===== config.mk =====
export PLATFORM = sky130hd
export DESIGN_NAME = scgd_ctrl
export DESIGN_NICKNAME = d
export VERILOG_FILES = /design/src/hdl/scgd_pkg.sv /design/src/hdl/scgd_ctrl.sv
export SDC_FILE = /design/constraint.sdc
export NUM_CORES = 1
export LEC_CHECK = 0
export BUFFER_PORTS_ARGS = -buffer_cell sky130_fd_sc_hd__buf_2
export CAP_MARGIN = 30
export CORE_MARGIN = 2
export CORE_UTILIZATION = 50
export CTS_CLUSTER_DIAMETER = 200
export DETAILED_ROUTE_END_ITERATION = 10
export MAX_ROUTING_LAYER = met4
export PLACE_DENSITY_LB_ADDON = 0.12
export SYNTH_ARGS = -nofsm -noshare
export SYNTH_HDL_FRONTEND = slang
export SYNTH_SLANG_ARGS = --single-unit

===== constraint.sdc =====
create_clock -name i_clk -period 5.65 [get_ports i_clk]
set_input_delay 0.565 -clock i_clk [delete_from_list [all_inputs] [get_ports i_clk]]
set_output_delay 0.565 -clock i_clk [all_outputs]
set_load 0.02 [all_outputs]

===== src/hdl/scgd_pkg.sv =====
// Shared types, codes and constants of the scan-context grid distance block.
package scgd_pkg;

    typedef enum logic [1:0] {
        OP_LOAD_QUERY = 2'd0,
        OP_LOAD_REF   = 2'd1,
        OP_COMPUTE    = 2'd2
    } t_opcode;

    typedef enum logic [1:0] {
        CFG_ROWS   = 2'd0,
        CFG_COLS   = 2'd1,
        CFG_QGRIDS = 2'd2,
        CFG_RGRIDS = 2'd3
    } t_cfg_idx;

    typedef struct packed {
        logic [1:0]         opcode;
        logic [2:0]         grid_number;
        logic [4:0]         row_number;
        logic [5:0]         column_number;
        logic signed [15:0] cell_value;
    } t_in_beat;

    typedef struct packed {
        logic [15:0] distance;
        logic        status;
    } t_out_beat;

    typedef struct packed {
        logic [1:0] index;
        logic [6:0] value;
    } t_cfg_beat;

    typedef struct packed {
        logic [5:0] row_count;
        logic [6:0] column_count;
        logic [3:0] query_grid_count;
        logic [3:0] reference_grid_count;
    } t_cfg_regs;

    localparam int DOT_W   = 37;   // signed sum of up to 32 Q16.16 products
    localparam int NRM_W   = 36;   // unsigned sum of up to 32 squares
    localparam int RAD_W   = 64;   // norm shifted up by 28
    localparam int ROOT_W  = 32;
    localparam int SREM_W  = 34;
    localparam int DEN_W   = 50;
    localparam int QUO_W   = 16;
    localparam int SUM_W   = 22;
    localparam int Q14_ONE = 16384;

    localparam int SQRT_STEPS = 32;
    localparam int DIV_STEPS  = 16;
    localparam int MEAN_STEPS = 22;

    typedef enum logic [14:0] {
        S_IDLE  = 15'b000000000000001,
        S_PAIR  = 15'b000000000000010,
        S_COL   = 15'b000000000000100,
        S_READ  = 15'b000000000001000,
        S_DRAIN = 15'b000000000010000,
        S_SQ0   = 15'b000000000100000,
        S_SQ    = 15'b000000001000000,
        S_MUL   = 15'b000000010000000,
        S_DV0   = 15'b000000100000000,
        S_DV    = 15'b000001000000000,
        S_CACC  = 15'b000010000000000,
        S_MN0   = 15'b000100000000000,
        S_MN    = 15'b001000000000000,
        S_BEST  = 15'b010000000000000,
        S_DONE  = 15'b100000000000000
    } t_state;

    typedef struct packed {
        logic       wr_query;
        logic       wr_ref;
        logic       rd;
        logic [3:0] rd_query_grid;
        logic [3:0] rd_ref_grid;
        logic [4:0] rd_row;
        logic [5:0] rd_col;
        logic       acc_clr;
        logic       sq_init;
        logic       sq_step;
        logic       mul;
        logic       div_init;
        logic       div_step;
        logic       sum_clr;
        logic       col_acc;
        logic       mean_init;
        logic       mean_step;
        logic       best_init;
        logic       best_upd;
        logic       set_err;
        logic [6:0] cols;
    } t_dp_cmd;

    typedef struct packed {
        logic [15:0] best;
        logic        err;
    } t_dp_stat;

endpackage


===== src/hdl/scgd_ctrl.sv =====
// Sequencer: walks grid pairs, columns and rows and steps the datapath.
module scgd_ctrl #(
    parameter int MAX_ROWS  = 32,
    parameter int MAX_COLS  = 64,
    parameter int MAX_GRIDS = 8
) (
    input  logic                i_clk,
    input  logic                i_rst_n,
    input  logic                i_in_acc,
    input  logic [1:0]          i_opcode,
    input  scgd_pkg::t_cfg_regs i_cfg,
    input  logic                i_out_free,
    output logic                o_in_ready,
    output logic                o_out_load,
    output scgd_pkg::t_dp_cmd   o_cmd
);
    import scgd_pkg::*;

    t_state     r_state, n_state;
    logic [3:0] r_q, n_q, r_f, n_f, r_qn, n_qn, r_rn, n_rn;
    logic [4:0] r_r, n_r, r_step, n_step;
    logic [5:0] r_c, n_c;
    logic [5:0] r_rows, n_rows;
    logic [6:0] r_cols, n_cols;

    logic [3:0] eff_qn, eff_rn;
    logic [5:0] eff_rows;
    logic [6:0] eff_cols;
    logic       q_last, f_last, r_last, c_last;

    // saturate the counts as the block defines them
    always_comb begin
        eff_qn = i_cfg.query_grid_count;
        if (int'(eff_qn) > MAX_GRIDS) eff_qn = 4'(MAX_GRIDS);
        eff_rn = i_cfg.reference_grid_count;
        if (int'(eff_rn) > MAX_GRIDS) eff_rn = 4'(MAX_GRIDS);
        eff_rows = (i_cfg.row_count > 6'd32) ? 6'd32 : i_cfg.row_count;
        if (int'(eff_rows) > MAX_ROWS) eff_rows = 6'(MAX_ROWS);
        eff_cols = i_cfg.column_count;
        if (int'(eff_cols) > MAX_COLS) eff_cols = 7'(MAX_COLS);
        if (eff_cols == 7'd0) eff_cols = 7'd1;
    end

    assign q_last = (r_q == r_qn - 4'd1);
    assign f_last = (r_f == r_rn - 4'd1);
    assign r_last = ({1'b0, r_r} == r_rows - 6'd1);
    assign c_last = ({1'b0, r_c} == r_cols - 7'd1);

    assign o_in_ready = (r_state == S_IDLE);

    always_comb begin
        n_state = r_state;
        n_q     = r_q;
        n_f     = r_f;
        n_r     = r_r;
        n_c     = r_c;
        n_step  = r_step;
        n_qn    = r_qn;
        n_rn    = r_rn;
        n_rows  = r_rows;
        n_cols  = r_cols;
        o_out_load = 1'b0;
        o_cmd   = '0;
        o_cmd.rd_query_grid = r_q;
        o_cmd.rd_ref_grid   = r_f;
        o_cmd.rd_row        = r_r;
        o_cmd.rd_col        = r_c;
        o_cmd.cols          = r_cols;
        unique case (r_state)
            S_IDLE: begin
                if (i_in_acc) begin
                    o_cmd.wr_query = (i_opcode == OP_LOAD_QUERY);
                    o_cmd.wr_ref   = (i_opcode == OP_LOAD_REF);
                    if (i_opcode == OP_COMPUTE) begin
                        n_qn   = eff_qn;
                        n_rn   = eff_rn;
                        n_rows = eff_rows;
                        n_cols = eff_cols;
                        n_q    = 4'd0;
                        n_f    = 4'd0;
                        if (eff_qn == 4'd0 || eff_rn == 4'd0) begin
                            o_cmd.set_err = 1'b1;
                        end else begin
                            o_cmd.best_init = 1'b1;
                        end
                        n_state = (eff_qn == 4'd0 || eff_rn == 4'd0) ? S_DONE : S_PAIR;
                    end
                end
            end
            S_PAIR: begin
                o_cmd.sum_clr = 1'b1;
                n_c     = 6'd0;
                n_state = S_COL;
            end
            S_COL: begin
                o_cmd.acc_clr = 1'b1;
                n_r     = 5'd0;
                n_state = (r_rows == 6'd0) ? S_DRAIN : S_READ;
            end
            S_READ: begin
                o_cmd.rd = 1'b1;
                if (r_last) begin
                    n_state = S_DRAIN;
                end else begin
                    n_r = r_r + 5'd1;
                end
            end
            S_DRAIN: begin
                n_state = S_SQ0;
            end
            S_SQ0: begin
                o_cmd.sq_init = 1'b1;
                n_step  = 5'd0;
                n_state = S_SQ;
            end
            S_SQ: begin
                o_cmd.sq_step = 1'b1;
                n_step = r_step + 5'd1;
                if (r_step == 5'(SQRT_STEPS - 1)) n_state = S_MUL;
            end
            S_MUL: begin
                o_cmd.mul = 1'b1;
                n_state = S_DV0;
            end
            S_DV0: begin
                o_cmd.div_init = 1'b1;
                n_step  = 5'd0;
                n_state = S_DV;
            end
            S_DV: begin
                o_cmd.div_step = 1'b1;
                n_step = r_step + 5'd1;
                if (r_step == 5'(DIV_STEPS - 1)) n_state = S_CACC;
            end
            S_CACC: begin
                o_cmd.col_acc = 1'b1;
                if (c_last) begin
                    n_state = S_MN0;
                end else begin
                    n_c     = r_c + 6'd1;
                    n_state = S_COL;
                end
            end
            S_MN0: begin
                o_cmd.mean_init = 1'b1;
                n_step  = 5'd0;
                n_state = S_MN;
            end
            S_MN: begin
                o_cmd.mean_step = 1'b1;
                n_step = r_step + 5'd1;
                if (r_step == 5'(MEAN_STEPS - 1)) n_state = S_BEST;
            end
            S_BEST: begin
                o_cmd.best_upd = 1'b1;
                n_state = S_PAIR;
                if (f_last) begin
                    n_f = 4'd0;
                    if (q_last) begin
                        n_state = S_DONE;
                    end else begin
                        n_q = r_q + 4'd1;
                    end
                end else begin
                    n_f = r_f + 4'd1;
                end
            end
            S_DONE: begin
                if (i_out_free) begin
                    o_out_load = 1'b1;
                    n_state    = S_IDLE;
                end
            end
            default: begin
                n_state = S_IDLE;
            end
        endcase
    end

    always_ff @(posedge i_clk) begin
        if (!i_rst_n) begin
            r_state <= S_IDLE;
            r_q     <= '0;
            r_f     <= '0;
            r_r     <= '0;
            r_c     <= '0;
            r_step  <= '0;
            r_qn    <= '0;
            r_rn    <= '0;
            r_rows  <= '0;
            r_cols  <= 7'd1;
        end else begin
            r_state <= n_state;
            r_q     <= n_q;
            r_f     <= n_f;
            r_r     <= n_r;
            r_c     <= n_c;
            r_step  <= n_step;
            r_qn    <= n_qn;
            r_rn    <= n_rn;
            r_rows  <= n_rows;
            r_cols  <= n_cols;
        end
    end
endmodule


# ---- Yosys cells after proc, flatten, opt, wreduce, memory -nomap -nowiden
# Cells that the tools add are included.
dict set report totals {
  romBits 0
  n_memories 0
  input_bits 27
  wordCells 132
  register_bits 60
  latchBits 0
  out_inout_bits 44
  ram_bits 0
}
dict set report classes {
  div_mod_pow 0
  addsub 9
  n_eq_ne 35
  mux 55
  bitwise_logic 0
  mul 0
  reduce_logical 18
  order_cmp 5
  shift 0
}
# cell n
set ops {}
lappend ops {{$pmux 15 s15} 1}
lappend ops {{$mux 15} 10}
lappend ops {{$mux 4} 7}
lappend ops {{$mux 1} 22}
lappend ops {{$ne 2x2->1 const B} 10}
lappend ops {{$pmux 5 s2} 2}
lappend ops {{$mux 6} 3}
lappend ops {{$pmux 4 s2} 2}
lappend ops {{$eq 15x1->1 const B} 1}
lappend ops {{$eq 15x10->1 const B} 1}
lappend ops {{$eq 15x11->1 const B} 1}
lappend ops {{$eq 15x12->1 const B} 1}
lappend ops {{$eq 15x13->1 const B} 1}
lappend ops {{$eq 15x14->1 const B} 1}
lappend ops {{$eq 15x15->1 const B} 1}
lappend ops {{$eq 15x2->1 const B} 1}
lappend ops {{$eq 15x3->1 const B} 1}
lappend ops {{$eq 15x4->1 const B} 1}
lappend ops {{$eq 15x5->1 const B} 1}
lappend ops {{$eq 15x6->1 const B} 1}
lappend ops {{$eq 15x7->1 const B} 1}
lappend ops {{$eq 15x8->1 const B} 1}
lappend ops {{$eq 15x9->1 const B} 1}
lappend ops {{$mux 7} 2}
lappend ops {{other kinds (32)} 48}

# ---- Longest topological paths before layout
# Gate-level depths: netlist (run 1).
dict set report logic_depth {
  ltp_word 8
  depth_mapped 9
  mapped_depth_nobuf 8
}

# ---- Worst setup path after synthesis (run 1)
# No wires, ideal clock.
dict set report synth_path {
  path_kind {reg-to-output}
  from {register r_state[4]}
  to {output port o_cmd[41] in the netlist's numbering}
  setup_slack_ns 2.475
  path_buffers 1
  arrival_time_ns 2.610
  t_required_ns 5.085
  path_stages_with_launch 6
  path_cell_list {dfxtp_1 > nor4_1 > nand2_1 > buf_4 > nor3_1 > nor4bb_1}
}
# element line
set synth_lines {}
lappend synth_lines {{start: declaration} scgd_ctrl.sv:19} ;# t_state r_state, n_state;
lappend synth_lines {{start signal: assignment} scgd_ctrl.sv:193} ;# r_state <= n_state;
lappend synth_lines {{end: declaration} scgd_ctrl.sv:15} ;# output scgd_pkg::t_dp_cmd o_cmd

==> results.txt, run 1 <==
Status: finished clean
Max-cap viol count: 0
Vias in the first global route: 3206
Fin area: 4298 um^2
Vias/cell: 5.639
Post-Route Skew: 0.008493 ns
Worst r2r dst: r_q[1]
Area delta synth->final: 15.50%
# nets final: 563
Residual DRC: 0
First-pass GRT wire length: 14920 um
Fin. max-slew vios: 0
Worst hold path class: register to register
Worst-skew pair later-pin latency: 0.34 ns
Worst Setup Start Kind: register
PortBufs: 70
Critical Path RT: 5.09 ns
WL per Instance: 14.47 um
Top-count cell post-synth: dfxtp_1
Drt total wl: 9089 um
Critical path cell sequence: nor4_1, nand2_1, nor3_1, nor4bb_1, buf_2
First drt pass iteration count: 4
Syn Inst Count: 459
Hold Crit Endpoint: r_rn[2]
Clock transition at path regs: 0.07 ns
Post-Place Setup Slack: 2.558 ns
Setup TNS: 0 ns
R2r setup slk: 2.53 ns
Max VDD drop: 0.1517 mV
Yosys cell types: 69
Storage cell area: 1201 um^2
Beginning of the worst hold path: r_rn[2]
Crit path DAT: 2.91 ns
Crit-path max FO: 12
Post-Syn Area: 3721 um^2
Die Span Y: 90.27 um
Total CTS buffers: 9
Final HPWL DP: 6749 um
Post-synthesis sequential area ratio: 32.28%
Die area: 8148 um^2
CP peak stage delay: 0.61 ns
Final Cycle Share: 61.46%
Hold Violations, Final: 0
Post-route ant nets: 0
CTS tree: done
Post-synth EDFFs: 0
# IOs: 71
Crit path buf inv count: 1
Ys async rst share: 0%
Chip Width: 90.27 um
Top-area cell type share of the netlist area: 32.28%
# H-tree levels: 3
Critical path class: register to output pin
Slew headroom: 34.61%
Tmin final: 3.473 ns
Gr usage total: 22.93%
Multi-input gate area: 2356 um^2
Pwr Total: 1001 uW
CP Capture Type: output pin
Core area: 7214 um^2
Post-synth top cells: dfxtp_1 (60), nor2_1 (50), nand2_1 (48), a21oi_1 (36), inv_1 (21)
GR Overflow Total: 0
Worst path top cell family by delay: simple AND/OR/NAND/NOR gates
Hold WS: 0.4791 ns
Cts hold-fix bufs: 0
Initial drt markers: 148
RSZ-0062 raised after global routing: no
Initial Util: 51.58%
CP max stage cell: nor4_1
Vias: 3541
Synth Register Bits: 60
Synth area leaders: dfxtp_1 (32%), nor2_1 (5.0%), a21oi_1 (4.8%), nand2_1 (4.8%), xnor2_1 (4.5%)
Syn nets: 498
Layout cells sized above 1: 20.60%
Yosys warns: 0
Synthesized area per cell: 8.107 um^2
Setup ws final: 2.177 ns
Dominant synthesized flop cell: dfxtp_1
WHS Path Cells: 2
Pin count of the biggest net entering global routing: 26
Maximum clock path buffer count: 2
# setup viols final: 0
Synth area leader: dfxtp_1
Rows: 31
Root Buffer: clkbuf_8
Reg2Reg Depth: 6
Area after DPL: 4129 um^2
Worst slew pin tran: 0.9719 ns
Post-CTS setup buffer count: 0
Initial antenna violation count: 0
FF-to-FF Start: r_state[4]
Power per cell area: 232.9 nW/um^2
Gpl congestion: 0.8682
CTS Sinks: 60
Post-cts sizing count: 0
Leak Pwr: 0.001793 uW
Fillers: 686
Diodes inserted: 0
F_max: 288.0 MHz
stage by stage:
stage	util, %	cells
after floorplan	-	459
after CTS	59.57	628
after detailed placement	57.23	612
final	59.57	628
after global routing	59.57	628
after global placement	57.23	612
how the worst max path moves through the flow:
stage	startpoint	endpoint	slack (ns)	cells after the start
after global placement	r_state[4]	r_q[1]	2.76	6
after CTS	r_state[4]	o_cmd[41]	2.14	5
after floorplan	r_state[4]	o_cmd[41]	2.48	5
after detailed placement	r_state[4]	o_cmd[41]	2.56	5
final	r_state[4]	o_cmd[41]	2.18	5
after global routing	r_state[4]	o_cmd[41]	1.96	5
sequential cells by signal, summed over array words and instances, names as in the netlist:
signal	count
r_rn	4
r_cols	7
r_r	5
r_step	5
r_c	6
r_state	15
r_f	4
r_rows	6
r_q	4
r_qn	4
cell families (layout without fill, tap and decap cells):
group           count (synthesis)  after routing  share of synthesized area [%]
fa+ha+maj                      12             12                          4.035
compound gates                 84             84                          15.54
flops                          60             60                          32.28
xor+xnor                       30             30                          7.061
mux                             5              5                          1.379
buf+inv                        40            110                          4.573
simple gates                  228            228                          35.14
power breakdown:
part	switching [uW]	total [uW]	internal, uW
Clock	180	338	158
Combinational	131	213	82.2
Sequential	16.1	450	434
per-layer routing:
metal | vias up | GRT usage, % | wire, um
met1 | 1647 | 29.65 | 4386
met4 | 0 | 8.205 | 133
met3 | 13 | 3.422 | 364
met5 | - | - | 0
li1 | 1796 | - | -
met2 | 85 | 36.72 | 4206
worst reg2reg max path, cell delays in order, from the launching register on:
cell     delay (ns)
dfxtp_1        0.35
nor4_1         0.61
nand2_1        0.41
nor3_1         0.41
nand2_1        0.59
and3_1         0.41
o31a_1         0.23
final cells by class:
type                    count  share of cell area [%]
clock buffers              10                   2.969
clock inverters             6                  0.9607
inverters                  22                   1.921
multi-input cells         359                   54.82
flip-flops and latches     60                   27.95
well taps                  99                   2.882
repair buffers             72                   8.501
placed cells by master (no fill, tap or decap), types with 4 or more instances in the layout:
| cell | count |
|---|---|
| inv_1 | 21 |
| o211ai_1 | 4 |
| dfxtp_1 | 60 |
| and3_1 | 11 |
| nor3_1 | 16 |
| nor2b_1 | 9 |
| ha_1 | 12 |
| nor2_1 | 50 |
| or4_1 | 7 |
| mux2i_1 | 4 |
| clkbuf_8 | 9 |
| a21oi_1 | 36 |
| nand4_1 | 6 |
| buf_2 | 70 |
| nand4b_1 | 6 |
| o21ai_0 | 10 |
| and4b_1 | 4 |
| nand3_1 | 11 |
| nor4_2 | 4 |
| nand3b_1 | 18 |
| nand2_1 | 48 |
| or3_1 | 6 |
| xor2_1 | 11 |
| xnor2_1 | 19 |
| and2_1 | 4 |
| nor4_1 | 6 |
Power figures use the tool's default switching activity.
==> run 2, diff against run 1 <==
==> constraint.sdc (replaced) <==
create_clock -name i_clk -period 3.15 [get_ports i_clk]
set_input_delay 0.315 -clock i_clk [delete_from_list [all_inputs] [get_ports i_clk]]
set_output_delay 0.315 -clock i_clk [all_outputs]
set_load 0.02 [all_outputs]
==> run 2 against run 1 <==
Against the previous run: count of clock-buffer cells in the layout rose by 1; sequential power rose by 80%; non-clock buffer count rose by 4; first-iteration DRC count rose by 16%; global-route usage fell by 1.1 points; combinational power rose by 78%; cell area rose by 2.0%; highest routed layer unchanged.
==> results.txt, run 2 (same netlist as run 1, synthesis figures left out) <==
Area after DPL: 4159 um^2 (was 4129 um^2)
Status: finished clean (unchanged)
Sequential Power Share: 41.0% (was 45.0%)
Gr usage total: 21.80% (was 22.93%)
Final Cycle Share: 89.82%
Post-Route Skew: 0.007952 ns (was 0.008493 ns)
# setup viols final: 0 (unchanged)
Root Buffer: clkbuf_8 (unchanged)
Layout cells sized above 1: 21.24% (was 20.60%)
Post-route ant nets: 0 (unchanged)
Storage cell area: 1201 um^2 (unchanged)
Largest register FFs: 15 (unchanged)
Top reg by flops: r_state (unchanged)
Die area: 8148 um^2 (unchanged)
Leak Pwr: 0.001846 uW (was 0.001793 uW)
Post-cts sizing count: 0 (unchanged)
Clock transition at path regs: 0.07 ns (about the same)
Drt total wl: 8857 um (was 9089 um)
Internal power: 1412 uW (was 674.3 uW)
Hold Violations, Final: 0 (unchanged)
First-pass GRT wire length: 14300 um (was 14920 um)
Critical path class: register to output pin (unchanged)
WL per Instance: 14.04 um (was 14.47 um)
Worst-skew pair later-pin latency: 0.34 ns (about the same)
# nets final: 567 (was 563)
Total CTS buffers: 9 (unchanged)
Fillers: 655 (was 686)
Worst slew pin tran: 0.7983 ns (was 0.9719 ns)
Fin area: 4383 um^2 (was 4298 um^2)
Final HPWL DP: 6597 um (was 6749 um)
F_max: 353.5 MHz
Initial antenna violation count: 0 (unchanged)
Area delta synth->final: 17.79% (was 15.50%)
Initial Util: 51.58% (unchanged)
First drt pass iteration count: 4 (unchanged)
Fin. max-slew vios: 0 (unchanged)
PortBufs: 70 (unchanged)
Maximum clock path buffer count: 2 (unchanged)
CTS tree: done (unchanged)
Core area: 7214 um^2 (unchanged)
Tmin final: 2.829 ns
Sw Ratio: 28.37% (was 32.63%)
Worst hold path class: input port to register (was register to register)
Worst Setup Start Kind: register (unchanged)
Max-cap viol count: 0 (unchanged)
Pin count of the biggest net entering global routing: 37 (was 26)
Combinational Power Share: 19.3% (was 21.3%)
Setup TNS: 0 ns (unchanged)
Commonest non-fill, non-tap cell in the layout: buf_2 (unchanged)
Vias/cell: 5.618 (was 5.639)
Cts hold-fix bufs: 0 (unchanged)
Slew headroom: 46.34% (was 34.61%)
Rows: 31 (unchanged)
Residual DRC: 0 (unchanged)
Die Span Y: 90.27 um (unchanged)
Multi-input gate area: 2356 um^2 (unchanged)
Critical Path RT: 2.83 ns (was 5.09 ns)
Largest registers: r_state (15), r_cols (7) (unchanged)
Power per cell area: 449.8 nW/um^2 (was 232.9 nW/um^2)
RSZ-0062 raised after global routing: no (unchanged)
CTS Sinks: 60 (unchanged)
Post-CTS setup buffer count: 0 (unchanged)
# H-tree levels: 3 (unchanged)
Sw power: 559.4 uW (was 326.5 uW)
GR Overflow Total: 0 (unchanged)
Crit path DAT: 2.51 ns (was 2.91 ns)
Vias: 3545 (was 3541)
Vias in the first global route: 3093 (was 3206)
Initial drt markers: 171 (was 148)
Max VDD drop: 0.2245 mV (was 0.1517 mV)
Diodes inserted: 0 (unchanged)
Final Util: 60.75% (was 59.57%)
Gpl congestion: 0.8903 (was 0.8682)
Clock network power share: 39.7% (was 33.7%)
CP Capture Type: output pin (unchanged)
# IOs: 71 (unchanged)
Crit-path max FO: 12 (unchanged)
Most frequent cells in the layout: buf_2 (70), dfxtp_1 (60), nor2_1 (50) (unchanged)
Chip Width: 90.27 um (unchanged)
## run 2: changes by cell type in the layout (fill, tap and decap cells not counted), sizes merged
cell	before	now
clkinv	4	2
clkinvlp	3	1
buf	72	76
clkbuf	10	11
bufinv	0	2
## run 2: worst max-delay path, stage by stage (launching register included)
cell and delay (ns):
dfxtp_1 0.35, nor4_1 0.31, buf_4 0.19, nand2_1 0.23, nor3_1 0.57, nor4bb_1 0.32
buf_2 0.20
## run 2: worst paths after layout
path | end | slack, ns | cells past startpoint | start
worst max-delay path | o_cmd[41] | 0.32 | 6 | r_state[4]
worst max register to register | r_state[0] | 0.50 | 6 | r_state[8]
worst min-delay path | r_rows[3] | 0.25 | 3 | i_cfg[18]
worst min register to register | r_qn[3] | 0.48 | 2 | r_qn[3]
## run 2: final cells by class
cell class / instances / share of cell area (%)
timing repair buffer: 76 / 9.021
clock inverter: 4 / 1.656
inverter: 22 / 1.884
tap: 99 / 2.826
multi-input combinational: 359 / 53.75
clock buffer: 11 / 3.454
sequential: 60 / 27.41
## run 2: power groups by stage
stage | registers (uW) | logic [uW] | clock network [uW]
floorplan | 824 | 281 | 0
global placement | 823 | 372 | 0
detailed placement | 825 | 376 | 0
CTS | 807 | 378 | 799
global route | 810 | 421 | 834
finish | 808 | 380 | 783
## run 2: layer usage
metal / vias to the layer above / wire (um) / part of all wire [%] / GRT usage [%]
met3: 10 / 449 / 5.1 / 3.422
met4: 0 / 76 / 0.86 / 7.564
met2: 83 / 4002 / 45 / 33.21
li1: 1795 / - / - / -
met1: 1657 / 4329 / 49 / 29.61
met5: - / 0 / 0 / -
## run 2: metrics by stage
stage / total power (uW) / instances / setup WS [ns] / hold WS (ns)
final: 1972 / 631 / 0.3208 / 0.2468
after CTS: 1984 / 631 / 0.3321 / 0.2394
after detailed placement: 1201 / 616 / 0.5348 / 0.4632
after global placement: 1195 / 616 / 0.6292 / 0.4524
after floorplan: 1105 / 459 / 0.2254 / 0.4436
after global routing: 2065 / 631 / 0.08890 / 0.2618
==> run 3, diff against run 2 <==
==> constraint.sdc (replaced) <==
create_clock -name i_clk -period 3.15 [get_ports i_clk]
set_input_delay 0.63 -clock i_clk [delete_from_list [all_inputs] [get_ports i_clk]]
set_output_delay 0.63 -clock i_clk [all_outputs]
set_load 0.02 [all_outputs]
==> run 3 against run 2 <==
Against the previous run: wire length is 4.7% higher; worst setup slack worse by 0.11 ns; sequential power hardly changed; sequential cell count unchanged; count of clock-buffer cells in the layout rose by 1; sequential share of layout area shrank 0.078 points; clock power shrank 12%; cell area rose by 0.29%; die area unchanged; largest power group unchanged; worst hold slack better by 0.23 ns.
==> results.txt, run 3 (same netlist as run 1, synthesis figures left out) <==
RSZ-0062 raised after global routing: no (unchanged)
CP max stage cell: or4_2 (was nor3_1)
Tmin final: 2.936 ns (was 2.829 ns)
Gpl congestion: 0.8572 (was 0.8903)
Fin. max-slew vios: 0 (unchanged)
Area delta synth->final: 18.12% (was 17.79%)
Largest register FFs: 15 (unchanged)
Rows: 31 (unchanged)
Final Cycle Share: 93.22% (was 89.82%)
Most frequent cells in the layout: buf_2 (70), dfxtp_1 (60), nor2_1 (49) (was buf_2 (70), dfxtp_1 (60), nor2_1 (50))
Setup TNS: 0 ns (unchanged)
Post-CTS setup buffer count: 0 (unchanged)
Vias/cell: 5.617 (was 5.618)
CTS tree: done (unchanged)
GR Overflow Total: 0 (unchanged)
Die Span Y: 90.27 um (unchanged)
PortBufs: 70 (unchanged)
Layout cells sized above 1: 22.01% (was 21.24%)
Critical path class: register to output pin (unchanged)
Residual DRC: 0 (unchanged)
Pin count of the biggest net entering global routing: 24 (was 37)
Hold Violations, Final: 0 (unchanged)
Max-cap viol count: 0 (unchanged)
# H-tree levels: 3 (unchanged)
Beginning of the worst hold path: r_rn[3] (was i_cfg[18])
Total CTS buffers: 9 (unchanged)
Status: finished clean (unchanged)
Largest registers: r_state (15), r_cols (7) (unchanged)
Post-Route Skew: 0.007587 ns (was 0.007952 ns)
Root Buffer: clkbuf_8 (unchanged)
Chip Width: 90.27 um (unchanged)
Fin area: 4395 um^2 (was 4383 um^2)
Area after DPL: 4203 um^2 (was 4159 um^2)
Critical Path RT: 2.52 ns (was 2.83 ns)
Leak Pwr: 0.001859 uW (was 0.001846 uW)
Worst-skew pair later-pin latency: 0.34 ns (about the same)
Top layer reached by signal wires: met4 (unchanged)
Crit path buf inv count: 3 (was 2)
First-pass GRT wire length: 15900 um (was 14300 um)
Post-route ant nets: 0 (unchanged)
Maximum clock path buffer count: 2 (unchanged)
Diodes inserted: 0 (unchanged)
Final HPWL DP: 6954 um (was 6597 um)
F_max: 340.6 MHz (was 353.5 MHz)
Commonest non-fill, non-tap cell in the layout: buf_2 (unchanged)
Critical path cell sequence: nor4_1, buf_4, nand2_1, buf_4, or4_2, nor2b_1, buf_2 (was nor4_1, buf_4, nand2_1, nor3_1, nor4bb_1, buf_2)
Vias: 3567 (was 3545)
CP Capture Type: output pin (unchanged)
FF-to-FF Start: r_state[8] (unchanged)
Worst setup path start: r_state[4] (unchanged)
Initial drt markers: 163 (was 171)
Core area: 7214 um^2 (unchanged)
First drt pass iteration count: 4 (unchanged)
M1 WL: 4437 um (was 4329 um)
CP peak stage delay: 0.58 ns (was 0.57 ns)
Max VDD drop: 0.2917 mV (was 0.2245 mV)
WL per Instance: 14.61 um (was 14.04 um)
Gr usage total: 24.26% (was 21.80%)
Most frequent cell on the critical path: buf_4
Met2 wire length: 4284 um (was 4002 um)
Power per cell area: 434.0 nW/um^2 (was 449.8 nW/um^2)
Die area: 8148 um^2 (unchanged)
Slew headroom: 49.01% (was 46.34%)
Initial antenna violation count: 0 (unchanged)
Top reg by flops: r_state (unchanged)
Initial Util: 51.58% (unchanged)
# IOs: 71 (unchanged)
CTS Sinks: 60 (unchanged)
Crit path DAT: 2.31 ns (was 2.51 ns)
Worst Setup Start Kind: register (unchanged)
# nets final: 572 (was 567)
Met3 WL post-DR: 392 um (was 449 um)
# setup viols final: 0 (unchanged)
Worst slew pin tran: 0.7586 ns (was 0.7983 ns)
Crit-path max FO: 12 (unchanged)
Worst hold path class: register to register (was input port to register)
Vias in the first global route: 3428 (was 3093)
Clock transition at path regs: 0.06 ns (was 0.07 ns)
Worst path top cell family by delay: simple AND/OR/NAND/NOR gates (unchanged)
Drt total wl: 9277 um (was 8857 um)
[run 3: report_power, final]
part	switching [uW]	internal [uW]	leakage (uW)
sequential	29.8	779	0.000484
clock	291	399	0.0000983
combinational	242	167	0.00128
total	563	1340	0.00186
[run 3: worst paths after layout]
path                                    to  slack [ns]  cells past startpoint
worst max-delay path             o_cmd[15]        0.21                      7
worst max register to register  r_state[0]        0.56                      6
worst min-delay path               r_rn[3]        0.47                      2
worst min register to register     r_rn[3]        0.47                      2
[run 3: what timing repair did]
item	CTS	global route
resized for setup	0	1
setup endpoints to repair	0	1
hold buffers	0	0
[run 3: stage by stage]
stage / total power (uW) / hold slack [ns] / utilization, % / cells / worst slack (ns)
after floorplan: 1106 / 0.4436 / - / 459 / 0.07347
after global placement: 1223 / 0.4564 / 58.26 / 621 / 0.5877
after detailed placement: 1228 / 0.4627 / 58.26 / 621 / 0.5166
after CTS: 1917 / 0.4756 / 60.89 / 635 / 0.1754
after global routing: 2011 / 0.5058 / 60.93 / 635 / 0.05216
final: 1908 / 0.4722 / 60.93 / 635 / 0.2136
[run 3: layout make-up]
| type | count | area [um^2] |
|---|---|---|
| Clock buffer | 12 | 155.1 |
| Clock inverter | 2 | 35.03 |
| Fill cell | 678 | 2819 |
| Inverter | 22 | 82.58 |
| Multi-Input combinational cell | 359 | 2365 |
| Sequential cell | 60 | 1201 |
| Tap cell | 99 | 123.9 |
| Timing Repair Buffer | 81 | 432.9 |
[run 3: tightest hold or removal path: stages, from the launching register on]
cell and delay [ns]:
dfxtp_1 0.32, nand2_1 0.06, a21oi_1 0.05
[run 3: routing by layer]
layer | global-route usage, % | vias up
met5 | - | -
met4 | 7.949 | 0
met3 | 5.426 | 18
met2 | 38.66 | 69
met1 | 30.70 | 1675
li1 | - | 1805
